===== src/rtl/core/swsc_pkg.sv =====
// Package for the stereo window SAD cost block.
// Holds shared constants, register indexes and pipeline structs.
`timescale 1ns / 1ps

package swsc_pkg;

	localparam int DEF_WINDOW_RADIUS   = 2;
	localparam int DEF_MAX_WIDTH       = 1024;
	localparam int DEF_MAX_DISPARITIES = 64;

	localparam int HEIGHT_LIMIT = 1024;
	localparam int COORD_W      = 13;
	localparam int FED_W        = 24;
	localparam int OUT_COORD_W  = 10;
	localparam int DISP_W       = 6;
	localparam int NDISP_W      = 7;
	localparam int COST_W       = 16;

	localparam logic [COST_W-1:0] INVALID_COST = 16'hFF00;

	localparam logic [1:0] REG_IMAGE_WIDTH     = 2'd0;
	localparam logic [1:0] REG_IMAGE_HEIGHT    = 2'd1;
	localparam logic [1:0] REG_MIN_DISPARITY   = 2'd2;
	localparam logic [1:0] REG_NUM_DISPARITIES = 2'd3;

	typedef struct packed {
		logic                   valid;
		logic                   emit;
		logic                   load_left;
		logic                   last;
		logic                   inval;
		logic [DISP_W-1:0]      disp;
		logic [OUT_COORD_W-1:0] col;
		logic [OUT_COORD_W-1:0] row;
	} meta_t;

	typedef struct packed {
		logic shift;
		logic load_left;
	} cell_ctl_t;

endpackage


===== src/rtl/core/swsc_cell.sv =====
// One column cell of the SAD chain: holds a left and a right window column.
// Depends on swsc_pkg for the control struct.
`timescale 1ns / 1ps

module swsc_cell #(
	parameter int WIN_SIDE = 5,
	localparam int SAD_W = $clog2(WIN_SIDE * 255 + 1)
) (
	input  logic                       clk,
	input  logic                       en,
	input  swsc_pkg::cell_ctl_t        ctl,
	input  logic [WIN_SIDE-1:0][7:0]   left_in,
	input  logic [WIN_SIDE-1:0][7:0]   right_in,
	output logic [WIN_SIDE-1:0][7:0]   left_out,
	output logic [WIN_SIDE-1:0][7:0]   right_out,
	output logic [SAD_W-1:0]           col_sad_s3
);
	import swsc_pkg::*;

	logic [WIN_SIDE-1:0][7:0] left_q;
	logic [WIN_SIDE-1:0][7:0] right_q;
	logic [SAD_W-1:0]         sad_sum;

	always_ff @(posedge clk) begin
		if (en && ctl.shift) begin
			right_q <= right_in;
			if (ctl.load_left) begin
				left_q <= left_in;
			end
		end
	end

	always_comb begin
		logic [7:0] diff;
		sad_sum = '0;
		for (int i = 0; i < WIN_SIDE; i++) begin
			diff = (left_q[i] > right_q[i]) ? (left_q[i] - right_q[i]) :
				(right_q[i] - left_q[i]);
			sad_sum = sad_sum + SAD_W'(diff);
		end
	end

	always_ff @(posedge clk) begin
		if (en) begin
			col_sad_s3 <= sad_sum;
		end
	end

	assign left_out  = left_q;
	assign right_out = right_q;

endmodule


===== config.mk =====
export PLATFORM = sky130hd
export DESIGN_NAME = swsc_cell
export DESIGN_NICKNAME = d
export VERILOG_FILES = /design/src/rtl/core/swsc_pkg.sv /design/src/rtl/core/swsc_cell.sv
export SDC_FILE = /design/constraint.sdc
export NUM_CORES = 1
export LEC_CHECK = 0
export BUFFER_PORTS_ARGS = -buffer_cell sky130_fd_sc_hd__buf_2
export CAP_MARGIN = 20
export CORE_ASPECT_RATIO = 0.5
export CORE_UTILIZATION = 60
export CTS_BUF_LIST = sky130_fd_sc_hd__clkbuf_8
export DETAILED_ROUTE_END_ITERATION = 6
export PLACE_DENSITY_LB_ADDON = 0.15
export SYNTH_ARGS = -nofsm -noshare
export SYNTH_HDL_FRONTEND = slang
export SYNTH_SLANG_ARGS = --single-unit

===== constraint.sdc =====
create_clock -name clk -period 12.6 [get_ports clk]
set_input_delay 0 -clock clk [delete_from_list [all_inputs] [get_ports clk]]
set_output_delay 0 -clock clk [all_outputs]
set_load 0.02 [all_outputs]

# Yosys cells after proc, flatten, opt, wreduce, memory -nomap -nowiden
# Index checks and enable logic that the tools add are counted.
# W data, S select, Z words.
[classes]
n_reduce_logical = 2
add_sub_neg = 14
n_mux = 5
n_lt_le_gt_ge = 5
[ops]
columns = ["cell", "count"]
rows = [
  ["$sub A8 B8 Y8", 10],
  ["$gt A8 B8 Y1", 5],
  ["$mux W8", 5],
  ["$add A10 B8 Y11", 1],
  ["$add A11 B8 Y11", 1],
  ["$add A9 B8 Y10", 1],
  ["$add A8 B8 Y9", 1],
  ["$reduce_and A2 Y1", 1],
  ["$logic_and A1 B1 Y1", 1],
]
[totals]
regBits = 91
in_bits = 84
out_inout_bits = 91

# Longest topological paths before layout
[depth]
word_depth = 6
depth_mapped = 23
depth_no_buf = 22

# Worst setup path after synthesis
# No wires, ideal clock.
[synth_path]
path_type = "register -> register"
start = "register left_q, in the netlist left_out[32]"
end = "register col_sad_s3[9], data pin"
setup_slack_ns = 7.153
required_ns = 12.334
n_path_buf = 1
path_stages_with_launch = 23
arrival_time_ns = 5.181
cell_sequence = "edfxtp_1 -> inv_1 -> ha_1 -> inv_1 -> fa_1 -> a21o_1 -> a221oi_2 -> o21ai_1 -> nand2b_1 -> buf_4 -> mux2i_1 -> xnor2_1 -> fa_1 -> fa_1 -> inv_1 -> fa_1 -> inv_1 -> fa_1 -> a21o_1 -> a21oi_1 -> o21ai_0 -> o41ai_1 -> xnor2_1"
[synth_between]
elab_chain_cells = 3
word_cells_on_any_way = 5
[synth_lines]
columns = ["item", "line_no", "rtl"]
rows = [
  ["start, declared", "swsc_cell.sv:20", "logic [WIN_SIDE-1:0][7:0] left_q;"],
  ["start signal, assigned", "swsc_cell.sv:28", "left_q <= left_in;"],
  ["$sub A8 B8 Y8 (tied with other cells)", "swsc_cell.sv:38", "(right_q[i] - left_q[i]);"],
  ["$mux W8 *", "swsc_cell.sv:37", "diff = (left_q[i] > right_q[i]) ? (left_q[i] - right_q[i]) :"],
  ["$add A11 B8 Y11 *", "swsc_cell.sv:39", "sad_sum = sad_sum + SAD_W'(diff);"],
  ["via sad_sum[9]", "swsc_cell.sv:22", "logic [SAD_W-1:0] sad_sum;"],
  ["end signal, assigned", "swsc_cell.sv:45", "col_sad_s3 <= sad_sum;"],
  ["end, declared", "swsc_cell.sv:16", "output logic [SAD_W-1:0] col_sad_s3"],
]
# The timed path passes the listed nets; every way through them passes the cells marked *.
# A chain may end at the register's enable or synchronous reset.

# Final worst setup path
# Ends and elaborated chain as after synthesis.

==> impl_metrics.env <==
export IMPL_clock_latency_ps=380
export IMPL_crit_path_frequent_cell="fa_1"
export IMPL_syn_nets=813
export IMPL_area_sequential_mm2=0.00273
export IMPL_rows=27
export IMPL_post_cts_setup_buffers=0
export IMPL_drc_errors=10
export IMPL_ff2ff_setup_slack_ps=6800
export IMPL_initial_core_util_pct=61.8
export IMPL_finClkSkew_ps=14.1
export IMPL_syn_area_per_cell_um2=11.2
export IMPL_synthFlopType="edfxtp_1"
export IMPL_core_area_mm2=0.0110
export IMPL_worstPathCellList="inv_1 -> ha_1 -> inv_1 -> fa_1 -> a21o_1 -> a221oi_2 -> o21ai_1 -> nand2b_1 -> mux2i_1 -> xnor2_1 -> fa_1 -> fa_1 -> inv_1 -> fa_1 -> inv_1 -> fa_1 -> a21o_1 -> a21oi_1 -> o21ai_0 -> o41ai_1 -> xnor2_1"
export IMPL_min_period_ps=5800
export IMPL_num_io_pins=175
export IMPL_critical_path_max_stage_delay_ps=560
export IMPL_worstSetupPathType="reg -> reg"
export IMPL_cts_tree="done"
export IMPL_holdWs_ps=225
export IMPL_violations="DRC"
export IMPL_crit_arrival_ps=5910
export IMPL_fp_dieW_um=153
export IMPL_final_max_slew_viol_count=0
export IMPL_grt_overflow_total=0
export IMPL_wire_per_inst_um=15.7
export IMPL_layout_nets=1070
export IMPL_fin_area_mm2=0.00879
export IMPL_total_power_mw=1.63
export IMPL_cp_required_ps=12720
export IMPL_clock_fmax_ghz=0.173
export IMPL_worst_slack_ps=6800
export IMPL_clk_pin_slew_ps=100
export IMPL_maxSlewHeadroom_pct=27.8
export IMPL_dp_hpwl_mm=11.3
export IMPL_drtIter0Drc=436
export IMPL_grtUsageTotal_pct=28.3
export IMPL_mostFrequentLayoutCell="buf_2"
export IMPL_finalNonFillerCells=1017
export IMPL_clk_path_buf_depth=2
export IMPL_critPathLaunchType="flip-flop"
export IMPL_async_reset_ff_share_pct=0
export IMPL_status="complete, but fails checks"
export IMPL_drive_gt1_share_pct=23.4
export IMPL_synthCells=610
export IMPL_via_per_inst=5.18
export IMPL_pre_cts_slack_ps=6830
export IMPL_fin_util_pct=79.8
export IMPL_die_area_mm2=0.0118
export IMPL_cp_max_fo=6
export IMPL_rsz0062_at_grt="no"
export IMPL_chipHeight_um=77.3
export IMPL_cts_max_level=3
export IMPL_place_gp_congestion=0.913
export IMPL_routed_wl_mm=16.0
export IMPL_port_buffers=174
export IMPL_synth_edff_count=91
export IMPL_worstHoldPathType="in -> reg"
export IMPL_placedCellCount=919
export IMPL_ys_seq_area_share_pct=40.2
export IMPL_synth_cell_type_count=46
export IMPL_worst_pin_slew_ps=1080
export IMPL_yosys_warnings=0
export IMPL_p_per_area_mw_per_mm2=186
export IMPL_numCtsBuffers=9
export IMPL_dr_pass1_iters=7
export IMPL_drtAntennaViolNets=0
export IMPL_cpMaxStageDelayCell="fa_1"
export IMPL_clock_root_buffer="clkbuf_8"
export IMPL_num_vias=5271
export IMPL_ys_ff_latch=91
export IMPL_diodes=0
export IMPL_area_growth_syn_to_layout_pct=29.2
export IMPL_p_leak_nw=4.24
export IMPL_hold_viol_final=0
export IMPL_crit_path_end_kind="flip-flop"
export IMPL_fin_crit_sh_pct=46.0
export IMPL_finalSetupViolations=0
export IMPL_dpl_cell_area_mm2=0.00778
export IMPL_mostFrequentLayoutCells="buf_2 (174), inv_1 (124), edfxtp_1 (91)"
export IMPL_max_cap_viol_count=0
export IMPL_grt_max_degree=41
export IMPL_fin_setup_tns_ps=0
export IMPL_n_fill_cell=726
export IMPL_multi_input_area_mm2=0.00353
export IMPL_peakVddDrop_mv=0.210
export IMPL_grt_pass1_vias=5350
export IMPL_grt_antenna_before_repair=0
export IMPL_cts_sinks=91
export IMPL_synth_area_mm2=0.00680
export IMPL_grt_pass1_wl_mm=25.8
[area by class of cell]
class                   instances  share of cell area (%)
inverters                     124                    5.30
flip-flops and latches         91                    31.1
repair buffers                256                    19.4
well taps                     145                    2.06
clock buffers                   9                    1.41
multi-input cells             385                    40.2
clock inverters                 7                   0.584
[report_power, final]
part	switching [mW]	leakage, nW	internal [mW]
registers	0.0165	0.851	0.431
logic	0.555	3.30	0.444
clock network	0.111	0.0860	0.0727
[cells by family after synthesis]
kind of cell               after synthesis  synth area share [%]
AOI/OAI and AO/OA                      128                  12.1
xor gates and xnor gates                37                  4.76
adders and majority gates              119                  25.5
buffers and inverters                  134                  7.91
DFF                                     91                  40.2
muxes                                   30                  4.42
and+or+nand+nor                         71                  5.11
[state kept, by name, summed over array words and instances, names as in the netlist]
name        flops
col_sad_s3     11
left_out       40
right_out      40
[repair_timing]
action	4_1_cts	5_1_grt
hold buffers	81	0
endpoints found under the hold margin	91	0
resized for setup	0	0
[path summary, 6_finish.rpt]
| path | start | endpoint | cells after the start |
|---|---|---|---|
| max | left_out[32] | col_sad_s3[9] | 21 |
| max reg2reg | left_out[32] | col_sad_s3[9] | 21 |
| min reg2reg | right_out[24] | col_sad_s3[0] | 3 |
| min | ctl[1] | right_out[30] | 2 |
[routing by layer]
layer  vias up  routed length [µm]  GRT usage [%]
met3        17                1220           8.65
met1      2489                7070           36.3
met2       181                7540           47.3
li1       2584                   -              -
met4         0                 163           6.26
met5         -                   0              0
[cells in the mapped netlist (all sizes together), types with 4 or more instances]
cell type  number  area share, %
a211oi          5           0.55
nand3           7           0.52
a21o           17            1.9
ha             86             16
xnor2          22            2.8
edfxtp         91             40
mux2i          30            4.4
a21oi          57            4.5
a31oi           7           0.86
o21bai          8           0.88
nor2b           5           0.46
inv           124            6.8
fa             33            9.7
buf             9           0.99
xor2           15            1.9
nor3            6           0.44
nand4           4           0.37
nand2          24            1.3
o21ai          20            1.5
nor2           13           0.72
[critical path: cells and delay by family, from the launching register on]
kind / cells / cell delay, ps
buffers and inverters: 4 / 260
multiplexers: 1 / 270
AND/OR/NAND/NOR: 1 / 300
XOR/XNOR: 2 / 210
adder cells (fa/ha/maj): 6 / 2610
AO/OA/AOI/OAI: 7 / 1490
flip-flops: 1 / 420
Power figures use the tool's default switching activity.
