==> src/rtl/core/swsc_pkg.sv <==
// Package for the stereo window SAD cost block.
// Holds shared constants, register indexes and pipeline structs.
`timescale 1ns / 1ps

package swsc_pkg;

	localparam int DEF_WINDOW_RADIUS   = 2;
	localparam int DEF_MAX_WIDTH       = 1024;
	localparam int DEF_MAX_DISPARITIES = 64;

	localparam int HEIGHT_LIMIT = 1024;
	localparam int COORD_W      = 13;
	localparam int FED_W        = 24;
	localparam int OUT_COORD_W  = 10;
	localparam int DISP_W       = 6;
	localparam int NDISP_W      = 7;
	localparam int COST_W       = 16;

	localparam logic [COST_W-1:0] INVALID_COST = 16'hFF00;

	localparam logic [1:0] REG_IMAGE_WIDTH     = 2'd0;
	localparam logic [1:0] REG_IMAGE_HEIGHT    = 2'd1;
	localparam logic [1:0] REG_MIN_DISPARITY   = 2'd2;
	localparam logic [1:0] REG_NUM_DISPARITIES = 2'd3;

	typedef struct packed {
		logic                   valid;
		logic                   emit;
		logic                   load_left;
		logic                   last;
		logic                   inval;
		logic [DISP_W-1:0]      disp;
		logic [OUT_COORD_W-1:0] col;
		logic [OUT_COORD_W-1:0] row;
	} meta_t;

	typedef struct packed {
		logic shift;
		logic load_left;
	} cell_ctl_t;

endpackage

==> src/rtl/core/swsc_norm.sv <==
// Normalizer: floor(sum * 256 / area) by reciprocal multiply and one correction.
// Depends on swsc_pkg for the cost width.
`timescale 1ns / 1ps

module swsc_norm #(
	parameter int WIN_SIDE = 5,
	localparam int SUM_W = $clog2(WIN_SIDE * WIN_SIDE * 255 + 1)
) (
	input  logic                        clk,
	input  logic                        en,
	input  logic [SUM_W-1:0]            sum_s4,
	output logic [swsc_pkg::COST_W-1:0] quot_s7
);
	import swsc_pkg::*;

	localparam int AREA   = WIN_SIDE * WIN_SIDE;
	localparam int X_W    = SUM_W + 8;
	localparam int PROD_W = X_W + 32;
	localparam logic [31:0] RECIP = 32'((64'd1 << 32) / AREA);

	logic [X_W-1:0]    x_in;
	logic [X_W-1:0]    x_s5;
	logic [X_W-1:0]    x_s6;
	logic [PROD_W-1:0] prod_s5;
	logic [COST_W-1:0] q0_s6;
	logic [X_W-1:0]    qa;
	logic [X_W-1:0]    rem;

	assign x_in = {sum_s4, 8'h00};

	always_ff @(posedge clk) begin
		if (en) begin
			prod_s5 <= PROD_W'(x_in) * PROD_W'(RECIP);
			x_s5    <= x_in;
			q0_s6   <= COST_W'(prod_s5[PROD_W-1:32]);
			x_s6    <= x_s5;
		end
	end

	assign qa  = X_W'(X_W'(q0_s6) * X_W'(AREA));
	assign rem = x_s6 - qa;

	always_ff @(posedge clk) begin
		if (en) begin
			quot_s7 <= (rem >= X_W'(AREA)) ? (q0_s6 + COST_W'(1)) : q0_s6;
		end
	end

endmodule
==> config.mk <==
export PLATFORM = sky130hd
export DESIGN_NAME = swsc_norm
export DESIGN_NICKNAME = d
export VERILOG_FILES = /design/src/rtl/core/swsc_pkg.sv /design/src/rtl/core/swsc_norm.sv
export SDC_FILE = /design/constraint.sdc
export NUM_CORES = 1
export LEC_CHECK = 0
export BUFFER_PORTS_ARGS = -buffer_cell sky130_fd_sc_hd__buf_2
export CORE_MARGIN = 2
export CORE_UTILIZATION = 50
export DETAILED_ROUTE_END_ITERATION = 7
export PLACE_DENSITY_LB_ADDON = 0.08
export SETUP_SLACK_MARGIN = 0.5
export SLEW_MARGIN = 20
export SYNTH_ARGS = -nofsm -noshare
export SYNTH_HDL_FRONTEND = slang
export SYNTH_SLANG_ARGS = --single-unit
==> constraint.sdc <==
create_clock -name clk -period 8.2 [get_ports clk]
set_input_delay 1.64 -clock clk [delete_from_list [all_inputs] [get_ports clk]]
set_output_delay 1.64 -clock clk [all_outputs]
set_load 0.02 [all_outputs]
* Word-level counts from Yosys, hierarchy flattened
Cells that the tools add are included.
Cells by class: add/subtract/negate cells 2, multipliers 2, order comparisons 1, multiplexer cells 1
Operators with widths (count):
- multiplier 13 x 28 -> 40 bit (second input constant) | 1
- >= comparator 21 x 5 -> 1 bit (second input constant) | 1
- multiplier 16 x 5 -> 21 bit (second input constant) | 1
- subtractor 21 bit | 1
- adder 16 x 1 -> 16 bit (second input constant) | 1
- 2-to-1 mux 16 bit | 1
Storage, ports and cells: bits in registers 98, output and inout port bits 16

* Depth between registers and ports, before layout
Gate-level depths: netlist of the first run.
word-level depth 4, gate-level depth with buffers 19

* Least setup slack after synthesis of the first run
OpenSTA, ideal clock, no wires.
path type input -> register, start input sum_s4[1], end register prod_s5[45] (data pin), data arrival time 6.663 ns, data required time 7.942 ns, path slack 1.279 ns, stages on the path 19, buffers on the path 0, cells stage by stage fa_1 inv_1 fa_1 inv_1 fa_1 fa_1 inv_1 fa_1 inv_1 ha_1 a21o_1 a21o_1 a2111oi_0 o221ai_1 a32oi_1 nor3_1 or3_1 a21oi_1 xnor2_1
Between the ends: word-level cells in the longest chain between the ends 1
RTL lines:
- start: declaration | RTL line swsc_norm.sv:11 | input logic [SUM_W-1:0] sum_s4,
- multiplier 13 x 28 -> 40 bit | RTL line swsc_norm.sv:33 | prod_s5 <= PROD_W'(x_in) * PROD_W'(RECIP);
- end signal: assignment | RTL line swsc_norm.sv:33
- end: declaration | RTL line swsc_norm.sv:24 | logic [PROD_W-1:0] prod_s5;
Every way passes these cells. A chain may end at the register's enable or synchronous reset.

* Worst setup path after layout of the first run
Ends and elaborated chain as after synthesis.

==> results of run 1 <==
==> metal layers <==
metal / wire, µm / track usage [%]
met2: 10700 / 39.5
met3: 266 / 1.42
met5: 0 / 0
met1: 9120 / 27.7
met4: 371 / 5.31
==> per-stage QoR <==
step	hold slack, ns	setup WS [ns]	cell area, µm²
floorplan	0.400	1.28	9870
global placement	0.401	0.851	10300
detailed placement	0.405	0.703	10300
CTS	0.415	1.06	10600
global route	0.419	0.670	10600
finish	0.413	1.11	10600
==> cell type report <==
cell class | count | area, µm²
Fill cell | 1794 | 8780
Multi-Input combinational cell | 569 | 6500
Sequential cell | 74 | 2220
Inverter | 295 | 1110
Tap cell | 265 | 332
Clock buffer | 9 | 225
Timing Repair Buffer | 32 | 168
Clock inverter | 7 | 60.1
==> logic make-up (layout without fill, tap and decap cells) <==
logic type	Yosys count	count (layout)	share of synthesized area, %
multiplexers	2	2	0.203
AND/OR/NAND/NOR	113	113	6.21
XOR/XNOR	40	40	3.55
adder cells (fa/ha/maj)	308	308	48.5
buffers and inverters	302	343	11.6
flip-flops	74	74	22.5
AO/OA/AOI/OAI	106	106	7.36
==> worst max path at each step <==
stage	start	end	slack, ns	cells after the start
floorplan	sum_s4[1]	prod_s5[45]	1.28	19
global placement	sum_s4[1]	prod_s5[45]	0.85	20
detailed placement	sum_s4[1]	prod_s5[45]	0.70	20
CTS	sum_s4[1]	prod_s5[45]	1.06	20
global route	sum_s4[1]	prod_s5[45]	0.67	20
finish	sum_s4[1]	prod_s5[45]	1.11	20
==> critical path, stage by stage <==
cell and delay, ns:
buf_2 0.17, fa_1 0.61, inv_1 0.07, fa_1 0.50, inv_1 0.05, fa_1 0.47
fa_1 0.49, inv_1 0.05, fa_1 0.54, inv_1 0.04, ha_1 0.29, a21o_1 0.16
a21o_1 0.18, a2111oi_0 0.49, o221ai_1 0.23, a32oi_1 0.43, nor3_1 0.11, or3_1 0.39
a21oi_1 0.19, xnor2_1 0.08
==> cells in the final DEF (no fill, tap or decap), types with 4 or more instances in the layout <==
cell       Yosys  final
inv_1        295    295
ha_1         183    183
fa_1         125    125
edfxtp_1      74     74
buf_2          2     29
a21oi_1       24     24
nand2_1       24     24
nor2_1        21     21
xor2_1        20     20
xnor2_1       20     20
o21ai_0       15     15
a21o_1        14     14
nand4_1       10     10
nand3_1       10     10
clkbuf_16      0      9
o211ai_1       7      7
a31oi_1        7      7
and3_1         6      6
nand2b_1       6      6
nor3_1         6      6
or2_2          5      5
nor2b_1        5      5
o21a_1         5      5
a211o_1        5      5
a211oi_1       4      4
nor4_1         4      4
nor3b_1        4      4
==> synthesized netlist by cell type (all sizes together) (2+ instances only) <==
master	n	area, µm²
mux2i	2	20.0
nand2	24	90.1
nand3	10	50.1
fa	125	2500
nor2b	5	31.3
nor4	5	46.3
nand2b	6	37.5
and3	6	37.5
o22ai	2	12.5
a211oi	4	30.0
a21oi	24	120
a211o	5	43.8
a21o	14	105
inv	295	1110
nor2	21	78.8
ha	183	2290
clkbuf	3	11.3
or3	2	12.5
and2	3	18.8
edfxtp	74	2220
o31ai	3	22.5
nor3	6	30.0
xnor2	20	175
o21a	5	37.5
o21bai	3	22.5
buf	4	28.8
nand4b	3	26.3
o211ai	7	52.6
nor3b	4	30.0
xor2	20	175
a41oi	2	17.5
o21ai	16	83.8
a31o	2	17.5
a31oi	7	43.8
a21boi	2	15.0
or2	5	31.3
nand4	10	62.6
==> sequential cells by signal, indices dropped and copies added (netlist names) <==
name and cells:
quot_s7 16, prod_s5 17, q0_s6 16, x_s5 12
x_s6 13
==> impl_metrics.toml, run 1 <==
[sta]
worst_clock_skew_ns = 0.00794
max_slew_margin_pct = 36.2
fin_crit_ns = 7.09
finalMaxSlewViolations = 0
rsz0062_at_grt = "no"
worstMarginPinSlew_ns = 0.958
finalCritPeriodShare_pct = 86.5
setup_tns_ns = 0
fmax_mhz = 141
final-hold-violation-count = 0
setup_viol = 0

[place]
hpwl_um = 17800
dp_cells = 1235
io_buffers = 30
place_congestion = 0.929

[clock_network]
cts_resized = 0
clock_sinks = 74
clkLatencyLatePin_ns = 0.33
clk_pin_slew_ns = 0.07
cts_buffer_depth = 2
root_buffer = "clkbuf_16"
cts_tree = "yes"
cts_made_buffers = 9
cts_setup_buffers = 0
ctsHoldBuffers = 0
htree_levels = 3

[floorplanning]
fp-row-count = 51
core_area_um2 = 19400
die_x_um = 145
initial_core_util_pct = 50.9
die-area_um2 = 20900
die_y_um = 145
boundaryPins = 31

[setup_path]
reg2reg_slack_ns = 2.83
worstPathRequired_ns = 8.29
critPathMaxFanout = 8
crit_type = "in -> reg"
worst_setup_path_start_kind = "primary input"
arrival_ns = 7.18
r2r_start = "q0_s6[4]"
end_kind = "flop"
rr_worst_depth = 17
reg2reg_to = "quot_s7[8]"

[cells_and_area]
area_growth_pct = 7.54
final_core_util_pct = 54.7
layoutNonFillerInstCount = 1251
diodes = 0
final_layout_size_suffix_gt1_share_pct = 6.19
nNetsFinal = 1304

[route]
route.detailed.drc = 0
drt-pass1-iter-count = 4
drt-initial-drc-count = 233
ant_nets = 0
wl_per_cell_um = 16.4
via_per_inst = 4.95
detailroute.via_count = 6194
wl_um = 20500

[logic_synthesis]
synthFlopType = "edfxtp_1"
ys_ff_latch = 74
synthArstFlopShare_pct = 0
syn_nets = 1268
synth-seq-area-share_pct = 22.5
synth_cells = 945
yosysWarnings = 0
synthesis.area_um2 = 9870
yosysUniqueCellTypes = 54
avgSynthCellArea_um2 = 10.4
synth-edff-count = 74

[run_status]
status = "complete, no violations"

[min_path]
hp-start = "prod_s5[32]"
holdPathStages = 0
min_path_type = "reg -> reg"
holdPathEnd = "q0_s6[0]"

[grt]
gr-total-overflow = 0
grt_usage_pct = 21.5
grt_max_degree = 75
antenna_found_initial = 0
grt_first_pass_wirelength_um = 33900
grt_pass1_vias = 6647

[run]
maxCapViolCount = 0
Power of run 1 is left out: the tool's default activity adds up to more than one toggle a clock period on the data nets, which glitch-free logic cannot reach.
==> run 2, diff against run 1 <==
--- a/config.mk
+++ b/config.mk
@@ -5,10 +5,10 @@
 export SDC_FILE = /design/constraint.sdc
 export NUM_CORES = 1
 export LEC_CHECK = 0
-export BUFFER_PORTS_ARGS = -buffer_cell sky130_fd_sc_hd__buf_2
 export CORE_MARGIN = 2
 export CORE_UTILIZATION = 50
 export DETAILED_ROUTE_END_ITERATION = 7
+export DONT_BUFFER_PORTS = 1
 export PLACE_DENSITY_LB_ADDON = 0.08
 export SETUP_SLACK_MARGIN = 0.5
 export SLEW_MARGIN = 20
==> run 2 against run 1 <==
- utilization shrank 0.79 points
- critical path depth is the same
- clock skew grew 0.00073 ns
- hold slack gained 0.0015 ns
- first-iteration DRC count shrank 21%
- die area is the same
- register-to-register slack is essentially flat
- non-clock buffer count shrank 30
- setup slack gained 0.30 ns
==> impl_metrics.toml, run 2 (same netlist as run 1, synthesis figures left out) <==
[setup_path]
cp_slowest_stage_delay_ns = 0.58
slowest_stage = "fa_1"
worst_setup_path_start_kind = "primary input"
cp_cell_sequence = "fa_1 -> inv_1 -> fa_1 -> inv_1 -> fa_1 -> fa_1 -> inv_1 -> fa_1 -> inv_1 -> ha_1 -> a21o_1 -> a21o_1 -> a2111oi_0 -> o221ai_1 -> a32oi_1 -> buf_4 -> nor3_1 -> or3_1 -> a21oi_1 -> xnor2_1"
critPathMaxFanout = 8
critical_path.top_delay_family = "adder cells"
crit_path_frequent_cell = "fa_1"
end_kind = "flop"
critical_path_buf_inv_count = 5
arrival_ns = 6.88
crit_type = "in -> reg"
worstPathRequired_ns = 8.29

[sta]
worst_clock_skew_ns = 0.00867
worstMarginPinSlew_ns = 0.557
finalMaxSlewViolations = 0
holdWs_ns = 0.414
final-hold-violation-count = 0
setup_viol = 0
setup_tns_ns = 0
max_slew_margin_pct = 62.5
fmax_mhz = 147
fin_crit_ns = 6.79
rsz0062_at_grt = "no"
finalCritPeriodShare_pct = 82.8

[run_status]
status = "complete, no violations"

[clock_network]
clk_pin_slew_ns = 0.06
clock_sinks = 74
root_buffer = "clkbuf_16"
htree_levels = 3
ctsHoldBuffers = 0
cts_resized = 0
cts_setup_buffers = 0
cts_buffer_depth = 2
cts_tree = "yes"
clkLatencyLatePin_ns = 0.34
cts_made_buffers = 9

[floorplanning]
die_y_um = 145
fp-row-count = 51
die_x_um = 145
die-area_um2 = 20900
boundaryPins = 31
initial_core_util_pct = 50.9
core_area_um2 = 19400

[cells_and_area]
largest_reg_flops = 17
top_register = "prod_s5"
layout_common_cells = "295 x inv_1, 183 x ha_1, 125 x fa_1"
mostFrequentLayoutCell = "inv_1"
top_regs = "prod_s5 x17, q0_s6 x16, quot_s7 x16"
nNetsFinal = 1274
final_layout_size_suffix_gt1_share_pct = 3.24
area_growth_pct = 5.98
diodes = 0

[grt]
gr-total-overflow = 0
antenna_found_initial = 0
grt_usage_pct = 21.0
grt_max_degree = 75
grt_pass1_vias = 6278
grt_first_pass_wirelength_um = 32600

[route]
ant_nets = 0
route.detailed.drc = 0
drt-pass1-iter-count = 4
wl_per_cell_um = 16.6
wl_um = 20300
drt-initial-drc-count = 185
via_per_inst = 5.00
detailroute.via_count = 6102

[run]
maxCapViolCount = 0

[place]
hpwl_um = 17600
io_buffers = 0
place_congestion = 0.893

[min_path]
min_path_type = "reg -> reg"
-- run 2: through the flow --
step | setup WS [ns] | std cells | utilization [%] | cell area [µm²]
finish | 1.41 | 1221 | 53.9 | 10500
global route | 1.12 | 1221 | 53.9 | 10500
CTS | 1.43 | 1221 | 53.9 | 10500
detailed placement | 1.07 | 1205 | 52.5 | 10200
global placement | 1.15 | 1205 | 52.5 | 10200
floorplan | 1.28 | 945 | - | 9870
-- run 2: path summary, 6_finish.rpt --
path | startpoint | endpoint | slack, ns | cells after the start
max | sum_s4[1] | prod_s5[45] | 1.41 | 20
min | prod_s5[39] | q0_s6[7] | 0.41 | 0
max reg2reg | q0_s6[4] | quot_s7[12] | 2.83 | 17
min reg2reg | prod_s5[39] | q0_s6[7] | 0.41 | 0
-- run 2: final cells by class --
| cell class | count | area (µm²) |
|---|---|---|
| fillers | 1819 | 8940 |
| multi-input cells | 569 | 6500 |
| flip-flops and latches | 74 | 2220 |
| inverters | 295 | 1110 |
| well taps | 265 | 332 |
| clock buffers | 9 | 225 |
| clock inverters | 7 | 58.8 |
| repair buffers | 2 | 15.0 |
-- run 2: layer usage --
metal,wire [µm],GRT usage (%)
met3,330,2.22
met5,0,0
met1,9020,26.1
met2,10500,38.5
met4,448,6.23
-- run 2: worst register-to-register path: stages (launching register included) --
cell,delay [ns]
edfxtp_1,0.55
ha_1,0.35
inv_1,0.05
fa_1,0.52
inv_1,0.05
fa_1,0.49
inv_1,0.04
ha_1,0.38
a21o_1,0.24
or3_1,0.32
o32ai_2,0.40
o21ai_2,0.13
xor2_1,0.16
or4_4,0.53
nor4_4,0.22
buf_4,0.30
nor2_1,0.09
a211o_1,0.30
Power of run 2 is left out for the same reason.
==> run 3, diff against run 2 <==
==> constraint.sdc (replaced) <==
create_clock -name clk -period 6.9 [get_ports clk]
set_input_delay 1.38 -clock clk [delete_from_list [all_inputs] [get_ports clk]]
set_output_delay 1.38 -clock clk [all_outputs]
set_load 0.02 [all_outputs]
==> run 3 against run 2 <==
- non-clock buffer count increased by 1
- utilization grew 0.45 points
- global-route usage increased by 0.51 points
- first-iteration DRC count up 28%
- routed wire length grew 1.2%
- clock skew down 0.0050 ns
- final area rose by 0.84%
- final cell count is essentially flat
- via count fell by 0.38%
- hold slack improved by 0.00091 ns
==> impl_metrics.toml, run 3 (same netlist as run 1, synthesis figures left out) <==
[cells_and_area]
nNetsFinal = 1275
layoutNonFillerInstCount = 1222
top_register = "prod_s5"
top_regs = "prod_s5 x17, q0_s6 x16, quot_s7 x16"
layout_common_cells = "295 x inv_1, 183 x ha_1, 125 x fa_1"
diodes = 0
nFillCells = 1784
largest_reg_flops = 17
mostFrequentLayoutCell = "inv_1"
area_growth_pct = 6.87
final_layout_size_suffix_gt1_share_pct = 3.66

[clock_network]
cts_made_buffers = 9
clock_sinks = 74
cts_tree = "yes"
htree_levels = 3
clkLatencyLatePin_ns = 0.34
ctsHoldBuffers = 0
cts_buffer_depth = 2
root_buffer = "clkbuf_16"
clk_pin_slew_ns = 0.06

[sta]
finalCritPeriodShare_pct = 89.6
final-hold-violation-count = 0
worst_clock_skew_ns = 0.00368
worstMarginPinSlew_ns = 1.06
fin_crit_ns = 6.18
setup_viol = 0
finalMaxSlewViolations = 0
setup_tns_ns = 0
fin_ws_ns = 0.719
fmax_mhz = 162
max_slew_margin_pct = 28.6
rsz0062_at_grt = "no"

[setup_path]
arrival_ns = 6.27
critPathMaxFanout = 7
worstPathRequired_ns = 6.99
worst_setup_path_start_kind = "primary input"
end_kind = "flop"
r2r_start = "q0_s6[5]"
crit_type = "in -> reg"
critPathLaunch = "sum_s4[3]"
reg2reg_slack_ns = 1.03

[floorplanning]
fp-row-count = 51
core_area_um2 = 19400
die-area_um2 = 20900
initial_core_util_pct = 50.9
die_x_um = 145
boundaryPins = 31
die_y_um = 145

[place]
place_ws_ns = 0.172
dp_cells = 1205
hpwl_um = 17900
io_buffers = 0
place_congestion = 0.884

[route]
via_per_inst = 4.97
wl_per_cell_um = 16.8
detailroute.via_count = 6079
drt-pass1-iter-count = 6
wl_um = 20600
drt-initial-drc-count = 236
ant_nets = 0
route.detailed.drc = 0

[min_path]
min_path_type = "reg -> reg"
hp-start = "prod_s5[43]"

[grt]
gr-total-overflow = 0
grt_pass1_vias = 6468
grt_usage_pct = 21.5
antenna_found_initial = 0
grt_first_pass_wirelength_um = 33200
grt_max_degree = 75

[run]
maxCapViolCount = 0

[run_status]
status = "complete, no violations"
[run 3: layout make-up]
type / count / area [µm²] / share of cell area [%]
Clock inverter: 5 / 78.8 / 0.747
Tap cell: 265 / 332 / 3.14
Multi-Input combinational cell: 569 / 6550 / 62.1
Timing Repair Buffer: 3 / 26.3 / 0.249
Sequential cell: 74 / 2220 / 21.1
Clock buffer: 11 / 233 / 2.21
Inverter: 295 / 1110 / 10.5
[run 3: final timing paths]
check / end / cells past startpoint
min reg2reg: q0_s6[11] / 0
max: prod_s5[45] / 20
max reg2reg: quot_s7[8] / 16
min: q0_s6[11] / 0
[run 3: what timing repair did]
| action | CTS | global route |
|---|---|---|
| hold endpoints to repair | 0 | 0 |
| setup buffers | 0 | 1 |
| gates resized for setup | 0 | 5 |
| endpoints found under the setup margin | 0 | 4 |
[run 3: metrics by stage]
step / cell area, µm² / util (%) / hold slack (ns)
after floorplan: 9900 / - / 0.400
after global placement: 10200 / 52.6 / 0.401
after detailed placement: 10200 / 52.6 / 0.405
after CTS: 10500 / 54.2 / 0.415
after global routing: 10600 / 54.4 / 0.417
final: 10600 / 54.4 / 0.415
[run 3: critical path: stages]
cell and delay [ns]:
fa_1 0.58, inv_1 0.07, fa_1 0.49, inv_1 0.05, fa_1 0.47, fa_1 0.49, inv_1 0.05, fa_1 0.53
inv_1 0.04, ha_1 0.30, a21o_1 0.16, a21o_1 0.20, a2111oi_4 0.23, o221ai_2 0.16, a32oi_2 0.23, buf_6 0.15
nor3_1 0.05, or3_4 0.41, a21oi_4 0.15, xnor2_1 0.07
[run 3: per-layer routing]
metal  global-route usage (%)  routed length, µm
met1                     26.2               8960
met4                     7.51                632
met2                     39.0              10500
met3                     2.98                418
met5                        0                  0
Power of run 3 is left out for the same reason.
